<file path="config.mk">
export PLATFORM = sky130hd
export DESIGN_NAME = nclf_ctrl
export DESIGN_NICKNAME = d
export VERILOG_FILES = /design/src/rtl/core/nclf_pkg.sv /design/src/rtl/core/nclf_ctrl.sv
export SDC_FILE = /design/constraint.sdc
export NUM_CORES = 1
export LEC_CHECK = 0
export ABC_AREA = 1
export ABC_CLOCK_PERIOD_IN_PS = 1300
export BUFFER_PORTS_ARGS = -buffer_cell sky130_fd_sc_hd__buf_2
export CELL_PAD_IN_SITES_DETAIL_PLACEMENT = 2
export CELL_PAD_IN_SITES_GLOBAL_PLACEMENT = 2
export CORE_AREA = 8 8 54 56
export DETAILED_ROUTE_END_ITERATION = 6
export DIE_AREA = 0 0 62 64
export GPL_ROUTABILITY_DRIVEN = 0
export PLACE_DENSITY = 0.76
export SETUP_SLACK_MARGIN = 0.15
export SLEW_MARGIN = 20
export SYNTH_ARGS = -nofsm -noshare
export SYNTH_HDL_FRONTEND = slang
export SYNTH_SLANG_ARGS = --single-unit
</file>
<file path="constraint.sdc">
create_clock -name i_clk -period 1.3 [get_ports i_clk]
set_input_delay 0 -clock i_clk [delete_from_list [all_inputs] [get_ports i_clk]]
set_output_delay 0 -clock i_clk [all_outputs]
set_load 0.01 [all_outputs]
</file>
<file path="src/rtl/core/nclf_pkg.sv">
// Package: shared types, constants and helpers for the nearest cluster leg finder.
`default_nettype none
package nclf_pkg;
    localparam int SCAN_DEPTH_DEF = 1024;
    localparam logic [15:0] START_SHORTEST_MM = 16'd1300;
    localparam int EXCL_LOW = 140;
    localparam int EXCL_HIGH = 410;
    // 0.0057596 * 4096 * 2^32 rounded: angle = (d * ANG_MUL + 2^31) >> 32
    localparam logic [36:0] ANG_MUL = 37'd101323954741;
    localparam int CFG_IDX_W = 3;
    localparam logic [2:0] CFG_ENABLE = 3'd0;
    localparam logic [2:0] CFG_EXCLUDE = 3'd1;
    localparam logic [2:0] CFG_MIN_RANGE = 3'd2;
    localparam logic [2:0] CFG_SCAN_LIMIT = 3'd3;
    localparam logic [2:0] CFG_WINDOW = 3'd4;
    localparam logic [2:0] CFG_OFFSET = 3'd5;
    localparam logic FUNC_SAMPLE = 1'b0;
    localparam logic FUNC_RESTART = 1'b1;

    typedef struct packed {
        logic        func;
        logic [15:0] range_mm;
        logic        range_valid;
        logic        last_sample;
    } t_in_item;

    typedef struct packed {
        logic        right_found;
        logic [9:0]  right_index;
        logic [15:0] right_dist_mm;
        logic [15:0] right_angle;
        logic        left_found;
        logic [9:0]  left_index;
        logic [15:0] left_dist_mm;
        logic [15:0] left_angle;
        logic        aligned;
    } t_out_item;

    typedef struct packed {
        logic        enable;
        logic        exclude_middle;
        logic [15:0] min_range_mm;
        logic [15:0] scan_limit_mm;
        logic [15:0] cluster_window_mm;
        logic [9:0]  dist_offset_mm;
    } t_cfg;

    typedef enum logic [3:0] {
        ST_IDLE, ST_SIDE, ST_P1, ST_CHK1, ST_P2, ST_CHK2, ST_P3, ST_FIN, ST_NEXT, ST_OUT
    } t_state;

    typedef struct packed {
        logic load_side;   // set up range for current side
        logic clr_pass;    // restart sweep pointer
        logic step;        // process one sample
        logic latch;       // commit side result
    } t_cmd;

    typedef struct packed {
        logic sweep_done;
        logic short_ok;
        logic count_ok;
        logic hit;
    } t_sts;
endpackage
`default_nettype wire

</file>
<file path="src/rtl/core/nclf_ctrl.sv">
// Controller: sequences side setup, up to three passes per side and the result strobe.
`default_nettype none
module nclf_ctrl (
    input  wire logic            i_clk,
    input  wire logic            i_rst_n,
    input  wire logic            i_scan_end,
    input  wire logic            i_right_latched,
    input  wire logic            i_left_latched,
    input  wire nclf_pkg::t_sts  i_sts,
    output nclf_pkg::t_cmd       o_cmd,
    output logic                 o_side,
    output logic                 o_busy,
    output logic                 o_done
);
    nclf_pkg::t_state r_state, n_state;
    logic r_side, n_side;

    always_ff @(posedge i_clk) begin
        if (!i_rst_n) begin
            r_state <= nclf_pkg::ST_IDLE;
            r_side  <= 1'b0;
        end else begin
            r_state <= n_state;
            r_side  <= n_side;
        end
    end

    always_comb begin
        n_state = r_state;
        n_side  = r_side;
        case (r_state)
            nclf_pkg::ST_IDLE: begin
                if (i_scan_end) begin
                    n_state = nclf_pkg::ST_SIDE;
                    n_side  = 1'b0;
                end
            end
            nclf_pkg::ST_SIDE: begin
                if ((r_side ? i_left_latched : i_right_latched)) n_state = nclf_pkg::ST_NEXT;
                else n_state = nclf_pkg::ST_P1;
            end
            nclf_pkg::ST_P1:   if (i_sts.sweep_done) n_state = nclf_pkg::ST_CHK1;
            nclf_pkg::ST_CHK1: n_state = i_sts.short_ok ? nclf_pkg::ST_P2 : nclf_pkg::ST_NEXT;
            nclf_pkg::ST_P2:   if (i_sts.sweep_done) n_state = nclf_pkg::ST_CHK2;
            nclf_pkg::ST_CHK2: n_state = i_sts.count_ok ? nclf_pkg::ST_P3 : nclf_pkg::ST_NEXT;
            nclf_pkg::ST_P3: begin
                if (i_sts.hit) n_state = nclf_pkg::ST_FIN;
                else if (i_sts.sweep_done) n_state = nclf_pkg::ST_NEXT;
            end
            nclf_pkg::ST_FIN:  n_state = nclf_pkg::ST_NEXT;
            nclf_pkg::ST_NEXT: begin
                if (r_side) n_state = nclf_pkg::ST_OUT;
                else begin
                    n_state = nclf_pkg::ST_SIDE;
                    n_side  = 1'b1;
                end
            end
            nclf_pkg::ST_OUT:  n_state = nclf_pkg::ST_IDLE;
            default:           n_state = nclf_pkg::ST_IDLE;
        endcase
    end

    always_comb begin
        o_cmd = '0;
        o_busy = 1'b1;
        o_done = 1'b0;
        case (r_state)
            nclf_pkg::ST_IDLE: o_busy = 1'b0;
            nclf_pkg::ST_SIDE: o_cmd.load_side = 1'b1;
            nclf_pkg::ST_P1, nclf_pkg::ST_P2, nclf_pkg::ST_P3: o_cmd.step = 1'b1;
            nclf_pkg::ST_CHK1, nclf_pkg::ST_CHK2: o_cmd.clr_pass = 1'b1;
            nclf_pkg::ST_FIN:  o_cmd.latch = 1'b1;
            nclf_pkg::ST_OUT:  o_done = 1'b1;
            default: ;
        endcase
    end
    assign o_side = r_side;

    assert property (@(posedge i_clk) disable iff (!i_rst_n)
        o_done |=> !o_done) else $error("double strobe");
    assert property (@(posedge i_clk) disable iff (!i_rst_n)
        o_cmd.latch |-> $past(r_state == nclf_pkg::ST_P3)) else $error("latch outside pass 3");
    assert property (@(posedge i_clk) disable iff (!i_rst_n)
        $onehot0(o_cmd)) else $error("multiple commands");
endmodule
`default_nettype wire

</file>
==> summary.txt <==
Flow run
  – Max-Cap Viols: 0

Final layout
  – Non-filler cells, final: 138
  – # fillers: 254
  – Multi-input logic area: 368 sq um
  – Finished Core Util: 0.380
  – Antenna Cells: 0
  – Area Growth Syn to Fin: 82.3%
  – Share of layout cells above drive strength 1: 0.536
  – Reg area: 115 sq um
  – Final nets: 120

Timing
  – Hold Vio Cnt, Final: 0
  – Clock skew: 0.00794 ns
  – Setup violations, final: 3
  – Worst-Margin Slew: 0.244 ns
  – Final Critical Period: 1.34 ns
  – Final count of pins violating max slew: 0
  – Setup repair after global routing missed its margin: yes
  – Fin crit share: 1.03
  – Fmax: 0.748 GHz
  – Worst rel slew slack: 0.837
  – Final setup margin: -0.0373 ns

Drt
  – Drt initial violations: 8
  – Drt pass-1 iters: 4
  – Total length of routed wires: 2450 um
  – Final antenna-violating net count: 0
  – DRC violations left: 0
  – Vias per cell: 4.82
  – Via count: 665
  – Routed WL per cell: 17.7 um

Power and ir drop
  – Pwr Density: 1080 nW/um^2
  – Pleak: 0.402 nW
  – Worst IR Drop VDD: 0.000501 V
  – Total power: 0.000861 W

Setup path
  – CP Max Fanout: 5
  – FF-to-FF Start: r_state[0]
  – CP startpoint kind: flop
  – CP Data Arrival Time: 1.50 ns
  – R2R setup slack: -0.04 ns
  – Worst setup path category: reg -> reg
  – Reg2reg path depth: 7
  – Critical Path RT: 1.47 ns
  – Worst Setup End Kind: flop
  – Reg-to-Reg End: r_state[1]

Yosys
  – Synth top area cells: dfxtp_1 (23%), nand2_1 (17%), nand3_1 (11%)
  – Synth async-reset ratio: 0
  – Number of synthesized register bits: 5
  – Yosys warns: 0
  – Number of flops mapped to enable cells by yosys: 0
  – Syn_area_per_cell: 5.70 sq um
  – Post-synthesis cell count: 77
  – Synth cell count leaders: nand2_1 (20), inv_1 (10), nand3_1 (10)
  – Synth Net Count: 86
  – Top-count cell post-synth: nand2_1
  – Syn Std Cell Area: 439 sq um
  – Cell taking the most area after synthesis: dfxtp_1
  – Synth Flop Type: dfxtp_1
  – Area share of the largest cell type after synthesis: 0.228
  – Seq/Total Area, Yosys: 0.228
  – Synth unique cells: 16

Clock network
  – Worst-path clk slew: 0.05 ns
  – Clk_lat worst skew: 0.25 ns
  – Max clock buf depth: 2
  – CTS root buf: clkbuf_4
  – Number of hold buffers added after cts: 0
  – Num CTS Buffers: 3
  – H-tree depth: 1
  – Clock Sinks: 5
  – CTS tree: yes

Placed design
  – Placed Cells: 122
  – Post-DP HPWL: 1380 um
  – PortBufs: 15

Floorplan
  – Row count: 17
  – Die area: 3970 sq um
  – Die Y: 64 um
  – Core Region: 2110 sq um
  – Io pins: 16
  – Initial Util: 0.209
  – Chip width: 62 um

Global route
  – Largest net degree at the start of global routing: 9
  – First-pass GRT wire length: 3540 um
  – Vias in the first global route: 742
  – Gr usage total: 0.121
  – Initial antenna violation count: 0
  – Grt ovf: 0

Worst hold path
  – Hold WC Path Type: in -> reg
  – Hold path endpoint: r_state[0]
  – Cells on Worst Hold Path: 3
  – Hold_sp: i_rst_n

Status
  – Failing checks: setup timing
  – Status: complete, but fails checks
-- critical path: stages (launching register included) --
cell and delay (ns):
dfxtp_4 0.37, buf_6 0.13, nor2_4 0.17, buf_12 0.13, nand3_2 0.09, nand2_4 0.10, o21ai_1 0.08, a21oi_1 0.18
-- repair_timing --
| action | CTS | global route |
|---|---|---|
| endpoints found under the setup margin | 11 | 11 |
| setup buffers | 6 | 5 |
| pin swaps | 15 | 10 |
| gates resized for setup | 23 | 12 |
| cloned | 1 | 0 |
-- routing by layer --
| layer | share of wire | global-route usage |
|---|---|---|
| met1 | 0.40 | 0.132 |
| met2 | 0.51 | 0.202 |
| met3 | 0.037 | 0.0260 |
| met4 | 0.049 | 0.0741 |
| met5 | 0 | 0 |
-- registers in the layout, indices dropped and copies added, names as in the netlist --
| name | flops |
|---|---|
| o_side | 1 |
| r_state | 4 |
-- power breakdown --
| part | switching (W) | internal, W |
|---|---|---|
| clock | 0.0000764 | 0.000117 |
| combinational | 0.000233 | 0.000226 |
| sequential | 0.0000386 | 0.000170 |
-- worst max path at each step --
stage                from          to  slack, ns  cells after the start
4_1_cts        r_state[0]  r_state[3]       0.07                      8
6_report       r_state[0]  r_state[1]      -0.04                      7
5_1_grt        r_state[0]  r_state[2]      -0.12                      9
2_1_floorplan  r_state[3]  r_state[0]       0.18                      6
3_3_place_gp   r_state[0]  r_state[1]       0.03                      6
3_5_place_dp   r_state[0]  r_state[2]     -0.008                      6
-- kinds of logic after synthesis --
| logic type | after synthesis | share of synthesized area |
|---|---|---|
| buffers and inverters | 12 | 0.103 |
| AND/OR/NAND/NOR | 50 | 0.550 |
| AO/OA/AOI/OAI | 10 | 0.120 |
| flip-flops | 5 | 0.228 |
-- cell type report --
cell class	count	area share
multi-input combinational	61	0.459
timing repair buffer	28	0.258
tap	28	0.0438
sequential	5	0.144
inverter	12	0.0625
clock buffer	4	0.0328
-- cell usage in the layout (no fill, tap or decap) --
master	synthesis	final
nor2_2	4	2
clkbuf_4	0	3
buf_2	0	14
nor2_4	2	6
dfxtp_1	5	1
dfxtp_4	0	4
nand3b_1	1	1
inv_2	2	4
buf_6	0	5
nand3_1	10	7
nand3_2	0	3
a21oi_1	5	4
o21ai_2	0	1
and2_4	0	1
a21oi_2	0	1
inv_1	10	7
clkbuf_1	0	1
nand4_1	2	2
nand2_4	0	2
nand2_1	20	18
o21ai_1	3	3
nand2_2	2	2
buf_12	0	1
buf_4	0	8
inv_6	0	1
nor2_1	8	7
o31ai_2	0	1
-- metrics by stage --
| stage | hold WS, ns | worst slack (ns) | area (sq um) | setup TNS [ns] |
|---|---|---|---|---|
| after floorplan | 0.173 | 0.184 | 439 | 0 |
| after global placement | 0.304 | 0.0324 | 564 | 0 |
| after detailed placement | 0.309 | -0.00763 | 564 | -0.00763 |
| after CTS | 0.0712 | 0.0690 | 712 | 0 |
| after global routing | 0.0993 | -0.123 | 801 | -0.389 |
| final | 0.0604 | -0.0373 | 801 | -0.0583 |
Note: power is estimated with default switching activity, not from simulation.
